`src/cbl_pkg.sv`:
```
`timescale 1ns / 1ps

package cbl_pkg;

   localparam int ChanNum = 3;

   typedef logic [1:0] fmt_type;

   localparam fmt_type FMT_RGB332   = 2'd0;
   localparam fmt_type FMT_RGB565   = 2'd1;
   localparam fmt_type FMT_RGB888   = 2'd2;
   localparam fmt_type FMT_XRGB8888 = 2'd3;

   localparam fmt_type    FMT_RESET  = FMT_XRGB8888;
   localparam logic [31:0] FILL_RESET = 32'h0000_0000;

   typedef enum logic [0:0] {
      CSR_PIXEL_FORMAT = 1'b0,
      CSR_FILL_COLOR   = 1'b1
   } csr_index_type;

   typedef struct packed {
      logic [31:0] dest_pixel;
      logic        end_of_run;
   } req_type;

   typedef struct packed {
      logic [31:0] blended_pixel;
      logic        run_done;
   } rsp_type;

   // after unpack: channel 2 red, 1 green, 0 blue
   typedef struct packed {
      logic                      valid;
      fmt_type                   fmt;
      logic                      end_of_run;
      logic [7:0]                alpha;
      logic [ChanNum-1:0][7:0]   bg;
      logic [ChanNum-1:0][8:0]   diff;
   } unpack_type;

   // after multiply
   typedef struct packed {
      logic                      valid;
      fmt_type                   fmt;
      logic                      end_of_run;
      logic [ChanNum-1:0][7:0]   bg;
      logic [ChanNum-1:0][16:0]  prod;
   } mul_type;

endpackage

```
`src/cbl_unpack.sv`:
```
`timescale 1ns / 1ps

module cbl_unpack (
   input  logic                 clock,
   input  logic                 reset,
   input  logic                 in_valid,
   input  cbl_pkg::req_type     in_word,
   input  cbl_pkg::fmt_type     fmt,
   input  logic [31:0]          fill_color,
   output cbl_pkg::unpack_type  out_stage
);
   import cbl_pkg::*;

   logic [ChanNum-1:0][7:0] fg;
   unpack_type              stage_in;
   unpack_type              stage_ff;

   always_comb begin
      stage_in            = '0;
      stage_in.valid      = in_valid;
      stage_in.fmt        = fmt;
      stage_in.end_of_run = in_word.end_of_run;
      fg                  = '0;
      case (fmt)
         FMT_RGB332: begin
            stage_in.alpha = {5'b0, fill_color[31:29]};
            stage_in.bg[2] = {5'b0, in_word.dest_pixel[7:5]};
            stage_in.bg[1] = {5'b0, in_word.dest_pixel[4:2]};
            stage_in.bg[0] = {6'b0, in_word.dest_pixel[1:0]};
            fg[2]          = {5'b0, fill_color[7:5]};
            fg[1]          = {5'b0, fill_color[4:2]};
            fg[0]          = {6'b0, fill_color[1:0]};
         end
         FMT_RGB565: begin
            stage_in.alpha = {3'b0, fill_color[31:27]};
            stage_in.bg[2] = {3'b0, in_word.dest_pixel[15:11]};
            stage_in.bg[1] = {2'b0, in_word.dest_pixel[10:5]};
            stage_in.bg[0] = {3'b0, in_word.dest_pixel[4:0]};
            fg[2]          = {3'b0, fill_color[15:11]};
            fg[1]          = {2'b0, fill_color[10:5]};
            fg[0]          = {3'b0, fill_color[4:0]};
         end
         default: begin
            stage_in.alpha = fill_color[31:24];
            stage_in.bg[2] = in_word.dest_pixel[23:16];
            stage_in.bg[1] = in_word.dest_pixel[15:8];
            stage_in.bg[0] = in_word.dest_pixel[7:0];
            fg[2]          = fill_color[23:16];
            fg[1]          = fill_color[15:8];
            fg[0]          = fill_color[7:0];
         end
      endcase
      for (int c = 0; c < ChanNum; c++) begin
         stage_in.diff[c] = {1'b0, fg[c]} - {1'b0, stage_in.bg[c]};
      end
   end

   always_ff @(posedge clock) begin
      stage_ff <= stage_in;
      if (reset) begin
         stage_ff.valid <= 1'b0;
      end
   end

   assign out_stage = stage_ff;

endmodule

```
`src/cbl_mul.sv`:
```
`timescale 1ns / 1ps

module cbl_mul (
   input  logic                 clock,
   input  logic                 reset,
   input  cbl_pkg::unpack_type  in_stage,
   output cbl_pkg::mul_type     out_stage
);
   import cbl_pkg::*;

   logic signed [17:0] prod_full [ChanNum];
   mul_type            stage_in;
   mul_type            stage_ff;

   always_comb begin
      stage_in            = '0;
      stage_in.valid      = in_stage.valid;
      stage_in.fmt        = in_stage.fmt;
      stage_in.end_of_run = in_stage.end_of_run;
      stage_in.bg         = in_stage.bg;
      for (int c = 0; c < ChanNum; c++) begin
         prod_full[c]     = $signed({1'b0, in_stage.alpha}) * $signed(in_stage.diff[c]);
         stage_in.prod[c] = prod_full[c][16:0];
      end
   end

   always_ff @(posedge clock) begin
      stage_ff <= stage_in;
      if (reset) begin
         stage_ff.valid <= 1'b0;
      end
   end

   assign out_stage = stage_ff;

endmodule

```
`src/cbl_pack.sv`:
```
`timescale 1ns / 1ps

module cbl_pack (
   input  logic              clock,
   input  logic              reset,
   input  cbl_pkg::mul_type  in_stage,
   output logic              out_strobe,
   output cbl_pkg::rsp_type  out_word
);
   import cbl_pkg::*;

   logic signed [16:0]      quot [ChanNum];
   logic [ChanNum-1:0][7:0] chan;
   rsp_type                 word_in;
   rsp_type                 word_ff;
   logic                    strobe_ff;

   always_comb begin
      for (int c = 0; c < ChanNum; c++) begin
         case (in_stage.fmt)
            FMT_RGB332: quot[c] = $signed(in_stage.prod[c]) >>> 3;
            FMT_RGB565: quot[c] = $signed(in_stage.prod[c]) >>> 5;
            default:    quot[c] = $signed(in_stage.prod[c]) >>> 8;
         endcase
         chan[c] = in_stage.bg[c] + quot[c][7:0];
      end
      word_in.run_done = in_stage.end_of_run;
      case (in_stage.fmt)
         FMT_RGB332: word_in.blended_pixel = {24'b0, chan[2][2:0], chan[1][2:0], chan[0][1:0]};
         FMT_RGB565: word_in.blended_pixel = {16'b0, chan[2][4:0], chan[1][5:0], chan[0][4:0]};
         default:    word_in.blended_pixel = {8'b0, chan[2], chan[1], chan[0]};
      endcase
   end

   always_ff @(posedge clock) begin
      word_ff <= word_in;
      if (reset) begin
         strobe_ff <= 1'b0;
      end else begin
         strobe_ff <= in_stage.valid;
      end
   end

   assign out_strobe = strobe_ff;
   assign out_word   = word_ff;

endmodule

```
`src/constant_color_alpha_blender_unit.sv`:
```
// A word taken at a clock edge passes through the unpack, multiply and pack register
// stages in that order before it shows on rsp_strobe and rsp_word.
// Throughput: one word per cycle; busy stays low, the three stages are pipelined.
// Reset (synchronous, active high): clears stage valid bits, pixel_format to
// XRGB8888 and fill_color to zero; results cannot be stalled by the receiver.
`timescale 1ns / 1ps

module constant_color_alpha_blender_unit (
   input  logic                   clock,
   input  logic                   reset,
   input  logic                   start,
   output logic                   busy,
   input  cbl_pkg::req_type       req_word,
   output logic                   rsp_strobe,
   output cbl_pkg::rsp_type       rsp_word,
   input  logic                   csr_write_en,
   input  cbl_pkg::csr_index_type csr_index,
   input  logic [31:0]            csr_wdata
);
   import cbl_pkg::*;

   fmt_type     pixel_format_ff;
   logic [31:0] fill_color_ff;
   unpack_type  unpack_stage;
   mul_type     mul_stage;

   always_ff @(posedge clock) begin
      if (reset) begin
         pixel_format_ff <= FMT_RESET;
         fill_color_ff   <= FILL_RESET;
      end else if (csr_write_en) begin
         case (csr_index)
            CSR_PIXEL_FORMAT: pixel_format_ff <= csr_wdata[1:0];
            CSR_FILL_COLOR:   fill_color_ff   <= csr_wdata;
            default: begin
            end
         endcase
      end
   end

   assign busy = 1'b0;

   cbl_unpack u_unpack (
      .clock      (clock),
      .reset      (reset),
      .in_valid   (start && !busy),
      .in_word    (req_word),
      .fmt        (pixel_format_ff),
      .fill_color (fill_color_ff),
      .out_stage  (unpack_stage)
   );

   cbl_mul u_mul (
      .clock     (clock),
      .reset     (reset),
      .in_stage  (unpack_stage),
      .out_stage (mul_stage)
   );

   cbl_pack u_pack (
      .clock      (clock),
      .reset      (reset),
      .in_stage   (mul_stage),
      .out_strobe (rsp_strobe),
      .out_word   (rsp_word)
   );

endmodule

```
`config.mk`:
```
export PLATFORM = sky130hd
export DESIGN_NAME = constant_color_alpha_blender_unit
export DESIGN_NICKNAME = d
export VERILOG_FILES = /design/src/cbl_pkg.sv /design/src/cbl_unpack.sv /design/src/cbl_mul.sv /design/src/cbl_pack.sv /design/src/constant_color_alpha_blender_unit.sv
export SDC_FILE = /design/constraint.sdc
export NUM_CORES = 1
export LEC_CHECK = 0
export BUFFER_PORTS_ARGS = -buffer_cell sky130_fd_sc_hd__buf_2
export CORE_ASPECT_RATIO = 1.4
export CORE_MARGIN = 1
export CORE_UTILIZATION = 60
export DETAILED_ROUTE_END_ITERATION = 10
export HOLD_SLACK_MARGIN = 0.06
export PLACE_DENSITY = 0.8
export SLEW_MARGIN = 20
export SYNTH_ARGS = -nofsm -noshare
export SYNTH_HDL_FRONTEND = slang
export SYNTH_HIERARCHICAL = 1
export SYNTH_SLANG_ARGS = --single-unit
export TNS_END_PERCENT = 20
```
`constraint.sdc`:
```
create_clock -name clock -period 9.1 [get_ports clock]
set_input_delay 0.455 -clock clock [delete_from_list [all_inputs] [get_ports clock]]
set_output_delay 0.455 -clock clock [all_outputs]
set_load 0.02 [all_outputs]
```
==> metrics.yaml, run 1 <==
sta:
  max_freq_mhz: 184
  drv_slew: 0
  hold_violations: 0
  fin_ws_ps: 3650
  whs_ps: 119
  maxSlewHeadroom: 0.274
  tightestPinTransition_ps: 1090
  fin_skew_ps: 9.47
  setup_viol: 0
  min_period_over_period: 0.599
  period_minus_slack_ps: 5450
  fin_setup_tns_ps: 0
  grt_setup_unrepaired: "false"
clock_tree:
  path_clk_slew_ps: 70
  cts_sinks: 190
  cts_max_level: 4
  cts_buffers: 17
  clock_path_buffers: 2
  root_buffer: "clkbuf_16"
  post-cts-setup-buffers: 0
  clk-insertion-delay-late_ps: 440
  cts_hold_buf: 0
  cts_resized: 0
  cts_tree: "yes"
worst_hold_path:
  hold_class: "in -> reg"
pwr:
  switchingPower_mw: 1.45
  p_seq_frac: 0.317
  cellPowerDensity_nw_per_um2: 231
  clockPowerShare: 0.206
  switching_share: 0.392
  internal_power_mw: 2.24
  power_frac_comb: 0.477
  ir_drop_uv: 184
  p_leak_nw: 8.15
global_routing:
  track_usage: 0.254
  grt_max_degree: 66
  grt_use_met2: 0.447
  met3_usage: 0.0287
  grt_first_pass_wirelength_microns: 51300
  use_met1: 0.317
  antenna_found_initial: 1
  grt.busiest_layer: "met2"
  grt_pass1_vias: 11000
  overflow: 0
die:
  start_util: 0.616
  placeableCoreArea_sq_um: 24100
  die_h_microns: 188
  std_cell_rows: 67
  die_area_sq_um: 25300
  die_x_microns: 135
  ios: 105
routing:
  route.detailed.drc: 0
  drt_pass1_iterations: 5
  wl_per_cell_microns: 15.7
  drt_iter0_drc: 482
  avgViaCountPerCell: 5.50
  detail-route-antenna-nets: 0
  vias: 10600
  totalWireLength_microns: 30100
finish:
  nets: 1994
  n_fill_cell: 1830
  finalInstanceArea_sq_um: 16000
  area_growth_pct: 7.86
  drive_gt1_frac: 0.0981
  stdcell_count: 1920
  area.sequential_sq_um: 3810
  multi_input_area_sq_um: 10000
  diodes: 0
critical_path:
  slowest_delay_ps: 1040
  start_kind: "flip-flop"
  crit_type: "reg -> reg"
  crit_top_cell: "fa_1"
  cp_cell_sequence: "nand2_1 -> fa_1 -> inv_1 -> fa_1 -> inv_1 -> fa_1 -> inv_1 -> fa_1 -> fa_1 -> ha_1 -> o21a_1 -> a21oi_2 -> nor2_1 -> o41a_1 -> xor2_1"
  cp_data_arrival_time_ps: 5770
  required_ps: 9420
  slowest_stage: "dfxtp_1"
  worstPathMaxFanout: 27
  cp-end-kind: "flip-flop"
placed_design:
  gp_congestion: 0.948
  place_inst: 1888
  place_area_sq_um: 15400
  pre_cts_ws_ps: 3800
  dpl.hpwl_microns: 23700
  port_buffers: 87
synthesis:
  yosys_warnings: 6
  avgSynthCellArea_sq_um: 9.61
  syn_inst: 1543
  netlist_area_sq_um: 14800
job:
  cap_violations: 0
outcome:
  status: "completed"
==> critical path: cells and delay by family (launching register included) <==
| family | cells | cell delay (ps) |
|---|---|---|
| DFF | 1 | 1040 |
| and+or+nand+nor | 2 | 330 |
| buffers and inverters | 3 | 160 |
| xor gates and xnor gates | 1 | 150 |
| adders and majority gates | 6 | 2900 |
| AOI/OAI and AO/OA | 3 | 730 |
==> final cells by class <==
| type | instances | area share |
|---|---|---|
| clock inverters | 13 | 0.0111 |
| clock buffers | 19 | 0.0271 |
| well taps | 310 | 0.0243 |
| inverters | 172 | 0.0404 |
| multi-input cells | 1122 | 0.628 |
| repair buffers | 94 | 0.0308 |
| flip-flops and latches | 190 | 0.238 |
==> worst paths after layout <==
check	start	end	slack (ps)	depth (start not counted)
worst min register to register	u_unpack/out_stage[34]	u_mul/out_stage[58]	330	0
worst min-delay path	req_word[0]	u_unpack/out_stage[59]	120	1
worst max register to register	u_unpack/out_stage[56]	u_mul/out_stage[30]	3650	15
worst max-delay path	u_unpack/out_stage[56]	u_mul/out_stage[30]	3650	15
==> sequential cells by signal (all words and copies together), names as in the netlist <==
name and count:
fill_color_ff 32, pixel_format_ff 2, u_mul/out_stage 67, u_pack/out_strobe 1, u_pack/out_word 25, u_unpack/out_stage 63
==> per-layer routing <==
metal,vias to the layer above,routed length (microns)
li1,5148,-
met2,322,15200
met3,61,1350
met5,-,0
met4,0,835
met1,5033,12700
==> per-stage QoR <==
step / utilization / total power, mW
3_3_place_gp: 0.639 / 2.86
5_1_grt: 0.665 / 3.98
6_report: 0.665 / 3.69
3_5_place_dp: 0.639 / 2.92
2_1_floorplan: - / 2.50
4_1_cts: 0.664 / 3.70
==> placed cells by master (no fill, tap or decap), types with 40 or more instances in the layout <==
cell type and n:
a21oi_1 49, and2_1 133, buf_2 85, dfxtp_1 188, fa_1 135, ha_1 192
inv_1 171, mux2i_1 42, nand2_1 142, nand3_1 40, nor2_1 46, o21ai_0 60
==> power groups by stage <==
stage / combinational, mW / clock (mW) / sequential, mW
after floorplan: 1.30 / 0 / 1.20
after global placement: 1.68 / 0 / 1.18
after detailed placement: 1.74 / 0 / 1.19
after CTS: 1.76 / 0.773 / 1.17
after global routing: 1.98 / 0.807 / 1.19
final: 1.76 / 0.761 / 1.17
(Power assumes the default switching activity.)
==> inputs of run 2 (changes only) <==
==> constraint.sdc (replaced) <==
create_clock -name clock -period 5.3 [get_ports clock]
set_input_delay 0.265 -clock clock [delete_from_list [all_inputs] [get_ports clock]]
set_output_delay 0.265 -clock clock [all_outputs]
set_load 0.02 [all_outputs]
==> metrics.yaml, run 2 (synthesis gave the netlist of run 1 again) <==
critical_path:
  worstPathMaxFanout: 11
  slowest_stage: "dfxtp_1"
  cp_top_family: "adder cells"
  required_ps: 5650
  slowest_delay_ps: 570
  cp-end-kind: "flip-flop"
  crit_start: "u_unpack/out_stage[54]"
  crit_type: "reg -> reg"
  ff2ff_setup_slack_ps: 360
  crit_top_cell: "fa_1"
  cp_data_arrival_time_ps: 5290
  start_kind: "flip-flop"
  path_buf_inv: 4
  r2r-start: "u_unpack/out_stage[54]"
  cp_cell_sequence: "buf_4 -> nand2_1 -> fa_1 -> inv_1 -> fa_1 -> ha_1 -> inv_1 -> fa_1 -> inv_1 -> ha_1 -> ha_1 -> fa_1 -> a21o_1 -> a311oi_1 -> o21ai_1 -> a21oi_1 -> xnor2_1"
clock_tree:
  cts_buffers: 17
  cts_tree: "yes"
  clk-insertion-delay-late_ps: 430
  post-cts-setup-buffers: 0
  path_clk_slew_ps: 80
  cts_max_level: 4
  cts_sinks: 190
  clock_path_buffers: 2
  root_buffer: "clkbuf_16"
finish:
  area_growth_pct: 8.87
  final_cell_mix: "192 x ha_1, 188 x dfxtp_1, 171 x inv_1"
  n_fill_cell: 1826
  nets: 2009
  fin_util: 0.671
  layout_commonest_cell: "ha_1"
  drive_gt1_frac: 0.105
  stdcell_count: 1935
  largest_reg_flops: 67
  diodes: 0
pwr:
  cellPowerDensity_nw_per_um2: 394
  switching_share: 0.398
  clockPowerShare: 0.208
  power_mw: 6.36
  ir_drop_uv: 277
  internal_power_mw: 3.83
  p_seq_frac: 0.316
  p_leak_nw: 8.23
  switchingPower_mw: 2.53
  power_frac_comb: 0.476
die:
  die_h_microns: 188
  start_util: 0.616
  placeableCoreArea_sq_um: 24100
  die_area_sq_um: 25300
  std_cell_rows: 67
  ios: 105
  die_x_microns: 135
global_routing:
  met3_usage: 0.0327
  grt_max_degree: 66
  grt_pass1_vias: 11200
  track_usage: 0.260
  grt.busiest_layer: "met2"
  antenna_found_initial: 0
  overflow: 0
  grt_use_met2: 0.460
  use_met1: 0.313
  grt_first_pass_wirelength_microns: 52100
placed_design:
  port_buffers: 87
  gp_congestion: 0.914
  place_inst: 1898
  dpl.hpwl_microns: 24300
job:
  cap_violations: 0
sta:
  grt_setup_unrepaired: "false"
  tightestPinTransition_ps: 916
  maxSlewHeadroom: 0.389
  min_period_over_period: 0.932
  whs_ps: 77.0
  hold_violations: 0
  period_minus_slack_ps: 4940
  fin_setup_tns_ps: 0
  fin_skew_ps: 13.1
  drv_slew: 0
  setup_viol: 0
  max_freq_mhz: 202
routing:
  route.detailed.drc: 0
  totalWireLength_microns: 30900
  avgViaCountPerCell: 5.54
  vias: 10700
  detail-route-antenna-nets: 0
  drt_iter0_drc: 503
  drt_pass1_iterations: 5
  wl_per_cell_microns: 16.0
worst_hold_path:
  hold_class: "in -> reg"
  min-delay-start: "csr_wdata[10]"
outcome:
  status: "completed"
run 2: cell count changes in the layout (fill, tap and decap cells not counted), moves of 2 or more:
cell,change
buf_4,+9
dlygate4sd3_1,+5
clkinv_4,-3
clkinv_8,+3
clkbuf_1,-2
inv_8,+2
run 2: tightest hold or removal path: cells and delay by family:
kind,cells,cell delay [ps]
buffers and inverters,1,90
AOI/OAI and AO/OA,1,50
and+or+nand+nor,1,60
run 2: final cells by class:
cell class / count / area, sq um / share of cell area
Sequential cell: 190 / 3810 / 0.236
Clock inverter: 15 / 198 / 0.0122
Timing Repair Buffer: 109 / 631 / 0.0391
Tap cell: 310 / 388 / 0.0240
Inverter: 172 / 646 / 0.0400
Multi-Input combinational cell: 1122 / 10000 / 0.622
Clock buffer: 17 / 425 / 0.0264
run 2: metal layers:
layer / wire length (microns) / share of wire
met1: 13000 / 0.42
met2: 15600 / 0.50
met3: 1270 / 0.041
met4: 1100 / 0.036
met5: 0 / 0
run 2: what timing repair did:
| action | CTS | global route |
|---|---|---|
| hold buffers | 5 | 0 |
| resized for setup | 0 | 0 |
| endpoints found under the hold margin | 5 | 0 |
run 2: worst paths after layout:
kind | depth (start not counted) | endpoint
max | 17 | u_mul/out_stage[13]
min | 3 | fill_color_ff[10]
max reg2reg | 17 | u_mul/out_stage[13]
min reg2reg | 0 | u_mul/out_stage[75]
run 2: power by group through the flow:
stage,Sequential (mW),Combinational (mW),Clock (mW)
2_1_floorplan,2.06,2.22,0
3_3_place_gp,2.03,2.89,0
4_1_cts,2.01,3.04,1.35
5_1_grt,2.04,3.43,1.41
6_report,2.01,3.03,1.32
3_5_place_dp,2.04,2.98,0
run 2: through the flow:
step / area [sq um] / worst slack (ps)
after floorplan: 14800 / 626
final: 16100 / 359
after CTS: 16100 / 355
after global placement: 15500 / 460
after detailed placement: 15500 / 388
after global routing: 16100 / 120
